### config.mk
export PLATFORM = sky130hd
export DESIGN_NAME = go_back_n_receiver_engine
export DESIGN_NICKNAME = d
export VERILOG_FILES = /design/src/rtl/gbnr_pkg.sv /design/src/rtl/gbnr_core.sv /design/src/rtl/go_back_n_receiver_engine.sv
export SDC_FILE = /design/constraint.sdc
export NUM_CORES = 1
export LEC_CHECK = 0
export BUFFER_PORTS_ARGS = -buffer_cell sky130_fd_sc_hd__buf_2
export CAP_MARGIN = 25
export CORE_MARGIN = 2
export CORE_UTILIZATION = 50
export CTS_BUF_LIST = sky130_fd_sc_hd__clkbuf_4 sky130_fd_sc_hd__clkbuf_8
export CTS_CLUSTER_DIAMETER = 150
export DETAILED_ROUTE_END_ITERATION = 6
export GPL_ROUTABILITY_DRIVEN = 0
export MAX_ROUTING_LAYER = met4
export PLACE_DENSITY_LB_ADDON = 0.08
export SYNTH_ARGS = -nofsm -noshare
export SYNTH_HDL_FRONTEND = slang
export SYNTH_SLANG_ARGS = --single-unit
### constraint.sdc
create_clock -name aclk -period 2.97 [get_ports aclk]
set_clock_uncertainty 0.05 [all_clocks]
set_input_delay 0.594 -clock aclk [delete_from_list [all_inputs] [get_ports aclk]]
set_output_delay 0.594 -clock aclk [all_outputs]
set_load 0.005 [all_outputs]
### src/rtl/gbnr_pkg.sv
// Package for the Go-Back-N receiver engine.
// Holds packet type codes, link state codes and the reply struct.
// Used by gbnr_core and go_back_n_receiver_engine.
`default_nettype none

package gbnr_pkg;

    // Packet type codes, shared by received headers and replies.
    typedef enum logic [2:0] {
        PKT_SYN    = 3'd0,
        PKT_SYNACK = 3'd1,
        PKT_ACK    = 3'd2,
        PKT_FIN    = 3'd3,
        PKT_FINACK = 3'd4,
        PKT_DATA   = 3'd5
    } pkt_type_t;

    // Connection states.
    typedef enum logic [2:0] {
        LS_LISTEN     = 3'd0,
        LS_WAIT_ACK   = 3'd1,
        LS_ESTAB      = 3'd2,
        LS_WAIT_FINAL = 3'd3,
        LS_CLOSED     = 3'd4
    } link_state_t;

    // Field widths of the stream items.
    localparam int unsigned TYPE_W    = 3;
    localparam int unsigned PSEQ_W    = 16;
    localparam int unsigned TICK_W    = 8;
    localparam int unsigned S_TDATA_W = 24;
    localparam int unsigned M_TDATA_W = 24;

    // Reset value of the timeout register.
    localparam logic [TICK_W-1:0] TIMEOUT_RESET = 8'd5;

    // Control part of one result item (the sequence number travels apart).
    typedef struct packed {
        logic        send_valid;
        logic [2:0]  send_type;
        logic        deliver;
        link_state_t link_state;
    } reply_t;

endpackage

`default_nettype wire

### src/rtl/gbnr_core.sv
// Step logic of the Go-Back-N receiver: next connection state and reply.
// Purely combinational; the state registers live in the top level.
// Depends on gbnr_pkg.
`default_nettype none

module gbnr_core #(
    parameter int unsigned SEQ_BITS = 16
) (
    input  wire logic                         tick,
    input  wire logic [2:0]                   pkt_type,
    input  wire logic [SEQ_BITS-1:0]          pkt_seq,
    input  wire logic                         checksum_ok,
    input  wire logic [gbnr_pkg::TICK_W-1:0]  timeout_ticks,
    input  wire gbnr_pkg::link_state_t        state_cur,
    input  wire logic [gbnr_pkg::TICK_W-1:0]  tick_cur,
    input  wire logic [SEQ_BITS-1:0]          reply_seq_cur,
    input  wire logic [SEQ_BITS-1:0]          expected_cur,
    output gbnr_pkg::link_state_t             state_next,
    output logic [gbnr_pkg::TICK_W-1:0]       tick_next,
    output logic [SEQ_BITS-1:0]               reply_seq_next,
    output logic [SEQ_BITS-1:0]               expected_next,
    output gbnr_pkg::reply_t                  reply,
    output logic [SEQ_BITS-1:0]               send_seq
);

    logic                           pkt;
    logic [gbnr_pkg::TICK_W:0]      tick_inc;
    logic                           expired;
    logic [SEQ_BITS-1:0]            seq_plus;
    logic [SEQ_BITS-1:0]            exp_plus;
    logic                           in_order;
    logic                           valid_ack;

    // Shared decode of the item.
    assign pkt       = !tick;
    assign tick_inc  = {1'b0, tick_cur} + (gbnr_pkg::TICK_W + 1)'(1);
    assign expired   = tick_inc >= {1'b0, timeout_ticks};
    assign seq_plus  = pkt_seq + SEQ_BITS'(1);
    assign exp_plus  = expected_cur + SEQ_BITS'(1);
    assign in_order  = pkt_seq == expected_cur;
    assign valid_ack = pkt && checksum_ok && (pkt_type == gbnr_pkg::PKT_ACK);

    // Next state of the connection and its counters.
    always_comb begin
        state_next     = state_cur;
        tick_next      = tick_cur;
        reply_seq_next = reply_seq_cur;
        expected_next  = expected_cur;
        unique case (state_cur)
            gbnr_pkg::LS_LISTEN: begin
                if (pkt && checksum_ok && pkt_type == gbnr_pkg::PKT_SYN) begin
                    reply_seq_next = seq_plus;
                    tick_next      = '0;
                    state_next     = gbnr_pkg::LS_WAIT_ACK;
                end
            end
            gbnr_pkg::LS_WAIT_ACK, gbnr_pkg::LS_WAIT_FINAL: begin
                if (tick) begin
                    tick_next = expired ? '0 : tick_inc[gbnr_pkg::TICK_W-1:0];
                end else begin
                    tick_next = '0;
                    if (valid_ack) begin
                        state_next = (state_cur == gbnr_pkg::LS_WAIT_ACK) ?
                                     gbnr_pkg::LS_ESTAB : gbnr_pkg::LS_CLOSED;
                    end
                end
            end
            gbnr_pkg::LS_ESTAB: begin
                if (pkt && checksum_ok) begin
                    if (pkt_type == gbnr_pkg::PKT_FIN) begin
                        reply_seq_next = seq_plus;
                        tick_next      = '0;
                        state_next     = gbnr_pkg::LS_WAIT_FINAL;
                    end else if (pkt_type == gbnr_pkg::PKT_DATA && in_order) begin
                        expected_next = exp_plus;
                    end
                end
            end
            default: begin
                state_next = gbnr_pkg::LS_CLOSED;
            end
        endcase
    end

    // Reply fields of the result item.
    always_comb begin
        reply.send_valid = 1'b0;
        reply.send_type  = '0;
        reply.deliver    = 1'b0;
        reply.link_state = state_next;
        send_seq         = '0;
        unique case (state_cur)
            gbnr_pkg::LS_LISTEN: begin
                if (pkt && checksum_ok && pkt_type == gbnr_pkg::PKT_SYN) begin
                    reply.send_valid = 1'b1;
                    reply.send_type  = gbnr_pkg::PKT_SYNACK;
                    send_seq         = seq_plus;
                end
            end
            gbnr_pkg::LS_WAIT_ACK, gbnr_pkg::LS_WAIT_FINAL: begin
                // Resend on timeout or on any packet but a valid ACK.
                if ((tick && expired) || (pkt && !valid_ack)) begin
                    reply.send_valid = 1'b1;
                    reply.send_type  = (state_cur == gbnr_pkg::LS_WAIT_ACK) ?
                                       gbnr_pkg::PKT_SYNACK : gbnr_pkg::PKT_FINACK;
                    send_seq         = reply_seq_cur;
                end
            end
            gbnr_pkg::LS_ESTAB: begin
                if (pkt && checksum_ok) begin
                    if (pkt_type == gbnr_pkg::PKT_FIN) begin
                        reply.send_valid = 1'b1;
                        reply.send_type  = gbnr_pkg::PKT_FINACK;
                        send_seq         = seq_plus;
                    end else if (pkt_type == gbnr_pkg::PKT_DATA) begin
                        // Acknowledge with the number still expected after this item.
                        reply.send_valid = 1'b1;
                        reply.send_type  = gbnr_pkg::PKT_ACK;
                        reply.deliver    = in_order;
                        send_seq         = in_order ? exp_plus : expected_cur;
                    end
                end
            end
            default: begin
                reply.send_valid = 1'b0;
            end
        endcase
    end

endmodule

`default_nettype wire

### src/rtl/go_back_n_receiver_engine.sv
// Top level of the Go-Back-N receiver engine: input register, state and result register.
// Instantiates gbnr_core; depends on gbnr_pkg.
`default_nettype none

// The engine takes one item per cycle: a received packet header or a timer tick
// (s_tuser high). Each item yields exactly one result item once it is accepted: it
// sits in the input register, then the step logic updates the
// connection state and loads the result register. Back-to-back items see the
// state left by the one before them. s_tready stays high while the result register
// can drain, so full rate holds as long as m_tready is high. Sequence numbers are
// SEQ_BITS wide inside and wrap at 2^SEQ_BITS; the 16-bit header number is reduced
// to that width and the reply number is cut to 16 bits. Write timeout_ticks only
// while no item is in flight.
module go_back_n_receiver_engine #(
    parameter int unsigned SEQ_BITS = 16
) (
    input  wire logic        aclk,
    input  wire logic        aresetn,
    // Timeout register.
    input  wire logic        cfg_wr_en,
    input  wire logic [7:0]  cfg_wr_data,
    // Input items.
    input  wire logic        s_tvalid,
    output logic             s_tready,
    // [2:0] pkt_type, [18:3] pkt_seq, [19] checksum_ok, [23:20] zero
    input  wire logic [23:0] s_tdata,
    // [0] cmd
    input  wire logic        s_tuser,
    // Result items.
    output logic             m_tvalid,
    input  wire logic        m_tready,
    // [0] send_valid, [3:1] send_type, [19:4] send_seq, [20] deliver, [23:21] link_state
    output logic [23:0]      m_tdata
);

    localparam int unsigned PSEQ_W = gbnr_pkg::PSEQ_W;

    // Input register.
    logic                        in_valid_reg;
    logic                        in_tick_reg;
    logic [2:0]                  in_type_reg;
    logic [PSEQ_W-1:0]           in_seq_reg;
    logic                        in_ok_reg;

    // Connection state.
    gbnr_pkg::link_state_t       state_reg;
    gbnr_pkg::link_state_t       state_next;
    logic [gbnr_pkg::TICK_W-1:0] tick_reg;
    logic [gbnr_pkg::TICK_W-1:0] tick_next;
    logic [SEQ_BITS-1:0]         reply_seq_reg;
    logic [SEQ_BITS-1:0]         reply_seq_next;
    logic [SEQ_BITS-1:0]         expected_reg;
    logic [SEQ_BITS-1:0]         expected_next;
    logic [gbnr_pkg::TICK_W-1:0] timeout_reg;

    // Result register.
    logic                        out_valid_reg;
    logic [23:0]                 out_data_reg;

    logic                        out_free;
    logic                        step;
    logic [SEQ_BITS-1:0]         seq_in;
    logic [SEQ_BITS-1:0]         send_seq;
    logic [PSEQ_W-1:0]           send_seq16;
    gbnr_pkg::reply_t            reply;

    // Handshake: the result register drains or is empty.
    assign out_free = !out_valid_reg || m_tready;
    assign step     = in_valid_reg && out_free;
    assign s_tready = !in_valid_reg || out_free;
    assign m_tvalid = out_valid_reg;
    assign m_tdata  = out_data_reg;

    // Resize the header number to the internal width and the reply number back.
    always_comb begin
        seq_in     = '0;
        send_seq16 = '0;
        for (int i = 0; i < SEQ_BITS && i < PSEQ_W; i++) begin
            seq_in[i]     = in_seq_reg[i];
            send_seq16[i] = send_seq[i];
        end
    end

    gbnr_core #(
        .SEQ_BITS (SEQ_BITS)
    ) u_core (
        .tick           (in_tick_reg),
        .pkt_type       (in_type_reg),
        .pkt_seq        (seq_in),
        .checksum_ok    (in_ok_reg),
        .timeout_ticks  (timeout_reg),
        .state_cur      (state_reg),
        .tick_cur       (tick_reg),
        .reply_seq_cur  (reply_seq_reg),
        .expected_cur   (expected_reg),
        .state_next     (state_next),
        .tick_next      (tick_next),
        .reply_seq_next (reply_seq_next),
        .expected_next  (expected_next),
        .reply          (reply),
        .send_seq       (send_seq)
    );

    // Input register loads whenever it is empty or its item moves on.
    always_ff @(posedge aclk) begin
        if (!aresetn) begin
            in_valid_reg <= 1'b0;
        end else if (s_tready) begin
            in_valid_reg <= s_tvalid;
        end
        if (s_tready && s_tvalid) begin
            in_tick_reg <= s_tuser;
            in_type_reg <= s_tdata[2:0];
            in_seq_reg  <= s_tdata[18:3];
            in_ok_reg   <= s_tdata[19];
        end
    end

    // Connection state and timeout register.
    always_ff @(posedge aclk) begin
        if (!aresetn) begin
            state_reg     <= gbnr_pkg::LS_LISTEN;
            tick_reg      <= '0;
            reply_seq_reg <= '0;
            expected_reg  <= '0;
            timeout_reg   <= gbnr_pkg::TIMEOUT_RESET;
        end else begin
            if (step) begin
                state_reg     <= state_next;
                tick_reg      <= tick_next;
                reply_seq_reg <= reply_seq_next;
                expected_reg  <= expected_next;
            end
            if (cfg_wr_en) begin
                timeout_reg <= cfg_wr_data;
            end
        end
    end

    // Result register.
    always_ff @(posedge aclk) begin
        if (!aresetn) begin
            out_valid_reg <= 1'b0;
        end else if (out_free) begin
            out_valid_reg <= in_valid_reg;
        end
        if (step) begin
            out_data_reg <= {reply.link_state, reply.deliver, send_seq16,
                             reply.send_type, reply.send_valid};
        end
    end

endmodule

`default_nettype wire

==> qor.txt <==
Vias/cell = 5.388
CTS tree = built
Slew Limit Fails = 0
Fin cells = 677
Post-Route WL = 10.36 mm
Die footprint = 10,740 um^2
Clk sinks = 98
Worst-Skew Late Latency = 0.38 ns
Total Power = 2.454 mW
Final Setup Violations = 0
Area of the mapped netlist = 4962 um^2
Switching power = 568.9 uW
Kind of critical path = flop to flop
Synth unique cells = 50
Yosys top cell by area = edfxtp_1
Fin. Hold Viols = 0
FILL cells = 833
Max incr delay on CP = 0.37 ns
Logic pwr share = 6.4%
Worst hold path type = primary input to flop
Inserted Clock Buffers = 9
Syn nets = 533
H-tree depth = 3
Initial antenna violation count = 0
NumNets Final = 588
Max_cap viols = 0
Core box area = 9684 um^2
Crit path top cell by count = buf_12
Req. time, crit path = 3.00 ns
Top FF cell, synth = dfxtp_1
#FFs+latches synth = 98
Clock network power share = 33.2%
Syn_area_per_cell = 10.25 um^2
Root buffer cell = clkbuf_8
Leak pwr = 2.066 nW
Final Hold Slack = 0.3349 ns
First-pass GRT wire length = 17.55 mm
Ys async rst share = 0%
Drt pass-1 iters = 5
Placed Instances = 657
Ratio of cells with drive above 1 in the final layout = 23.35%
Reg power frac = 60.3%
Top-area cell type share of the netlist area = 27.23%
Starting Density = 51.24%
Setup crit start kind = flop
Largest register FFs = 24
Syn-to-layout area delta = 13.11%
Setup crit end kind = flop
Reg clk slew, reported paths = 0.09 ns
Remaining antenna violation count = 0
DPL Wire Length = 7.408 mm
Die Wd = 103.6 um
Worst rel slew slack = 57.49%
DIE HEIGHT = 103.6 um
Seq/Total Area, Yosys = 48.61%
Net Sw Frac = 23.19%
Max VDD drop = 0.2168 mV
Slew @ Worst Pin = 0.6318 ns
Most frequent cells after synthesis = nor2_1 (65), dfxtp_1 (53), edfxtp_1 (45)
Max clock buf depth = 2
Grt ovf = 0
Fmax = 0.3543 GHz
Number of I/O pins = 64
Number of synthesized flops with an enable pin = 45
Final WS setup = 0.1478 ns
Clock period minus worst slack = 2.822 ns
Tcrit/Tclk final = 95.02%
Critical-path cell list = ha_2 > nand3_1 > xnor2_2 > ha_1 > a21oi_1 > o21ai_0 > buf_4 > a221oi_4 > buf_12 > nor4b_4 > buf_12 > nand2_1 > o221ai_1
Post-route design area = 5613 um^2
Wire length per cell = 15.30 um
Synth Instances = 484
Total track usage = 20.90%
Via count = 3,648
Dpl ws = 0.007452 ns
Status = completed
Placed cell areas = 5345 um^2
Synth top area cells = edfxtp_1 (27%), dfxtp_1 (21%), xnor2_1 (6.5%), xor2_1 (5.1%), nor2_1 (4.9%)
CP arrival = 2.86 ns
Hold_buf cts = 0
Initial DRC Count = 158
# DRC = 0
Worst-path maximum fanout = 17
Rows = 36
Vias in the first global route = 3,505
Most frequent cell after synthesis = nor2_1
P per Cell Area = 437.1 nW/um^2
Slowest CP cell = dfxtp_2
Largest net degree at the start of global routing = 44
Synthesis Warnings = 0
# diodes = 0
Internal power = 1.885 mW
PortBufs = 59
cell type report:
class / instances / area, um^2 / area share [%]
Clock buffer: 14 / 167.7 / 2.987
Sequential cell: 98 / 2416 / 43.05
Tap cell: 133 / 166.4 / 2.965
Multi-Input combinational cell: 338 / 2333 / 41.57
Inverter: 16 / 60.06 / 1.070
Clock inverter: 2 / 13.76 / 0.2452
Timing Repair Buffer: 76 / 455.4 / 8.114
stage by stage:
stage	TNS, ns	utilization (%)
finish	0	57.96
global route	-0.2466	57.96
detailed placement	0	55.19
global placement	0	55.19
CTS	0	57.35
floorplan	0	-
kinds of logic after synthesis:
group	synth area share, %
adder cells (fa/ha/maj)	2.774
XOR/XNOR	11.65
AND/OR/NAND/NOR	20.05
multiplexers	2.421
buffers and inverters	4.816
AO/OA/AOI/OAI	9.683
flip-flops	48.61
worst max-delay path, delay by kind of cell, from the launching register on:
family / cells / cell delay, ns
AOI/OAI and AO/OA: 4 / 0.64
and+or+nand+nor: 3 / 0.26
xor gates and xnor gates: 1 / 0.22
DFF: 1 / 0.37
buffers and inverters: 3 / 0.48
adders and majority gates: 2 / 0.50
path summary, 6_finish.rpt:
kind / from / to / slack [ns] / cells past startpoint
setup reg to reg: tick_reg[1]$_SDFFE_PN0P_ / m_tdata[19]$_DFFE_PP_ / 0.15 / 13
setup / recovery: tick_reg[1]$_SDFFE_PN0P_ / m_tdata[19]$_DFFE_PP_ / 0.15 / 13
hold reg to reg: timeout_reg[3]$_SDFFE_PN0P_ / timeout_reg[3]$_SDFFE_PN0P_ / 0.45 / 2
hold / removal: s_tdata[5] / in_seq_reg[2]$_DFFE_PP_ / 0.33 / 1
layer usage:
layer	GRT usage (%)	routed length [um]
met1	28.69	4925
met2	31.74	4776
met3	2.454	447
met4	8.398	210
met5	-	0
cell usage in the layout, fill, tap and decap left out, types with 2 or more instances in the layout:
cell type   n
buf_12      2
clkbuf_8   10
clkbuf_4    4
nor2_1     64
nor2_2      2
inv_1      14
nor2b_1     4
a32oi_1     2
and3_1      7
mux2i_1    12
nand3_1    21
nand2_1    43
o21ai_0     6
and2_1      2
xnor2_2     2
dfxtp_2     3
nor4_2      7
nor3b_1     2
and2_0      2
a21oi_1     8
xnor2_1    35
dfxtp_1    50
buf_2      59
nor3_2      9
xor2_1     29
a211oi_1   15
a32o_1      5
buf_4      14
o221ai_1   16
ha_1       10
nor3_1      8
nand4_1     6
edfxtp_1   45
nand4_2     2
power groups by stage:
stage | Sequential, mW | Combinational (mW) | Clock [mW]
after CTS | 1.48 | 0.154 | 0.828
after global placement | 1.51 | 0.149 | 0
after floorplan | 1.50 | 0.0933 | 0
after detailed placement | 1.51 | 0.153 | 0
final | 1.48 | 0.158 | 0.815
after global routing | 1.48 | 0.179 | 0.884
repair_timing:
item                                    4_1_cts  5_1_grt
endpoints found under the hold margin         0        0
buffers inserted                              2        1
pin swaps                                     1        1
endpoints found under the setup margin       16       18
resized for setup                             0        7
gates cloned                                  0        0
No activity file was read; power rests on OpenSTA's default activity.
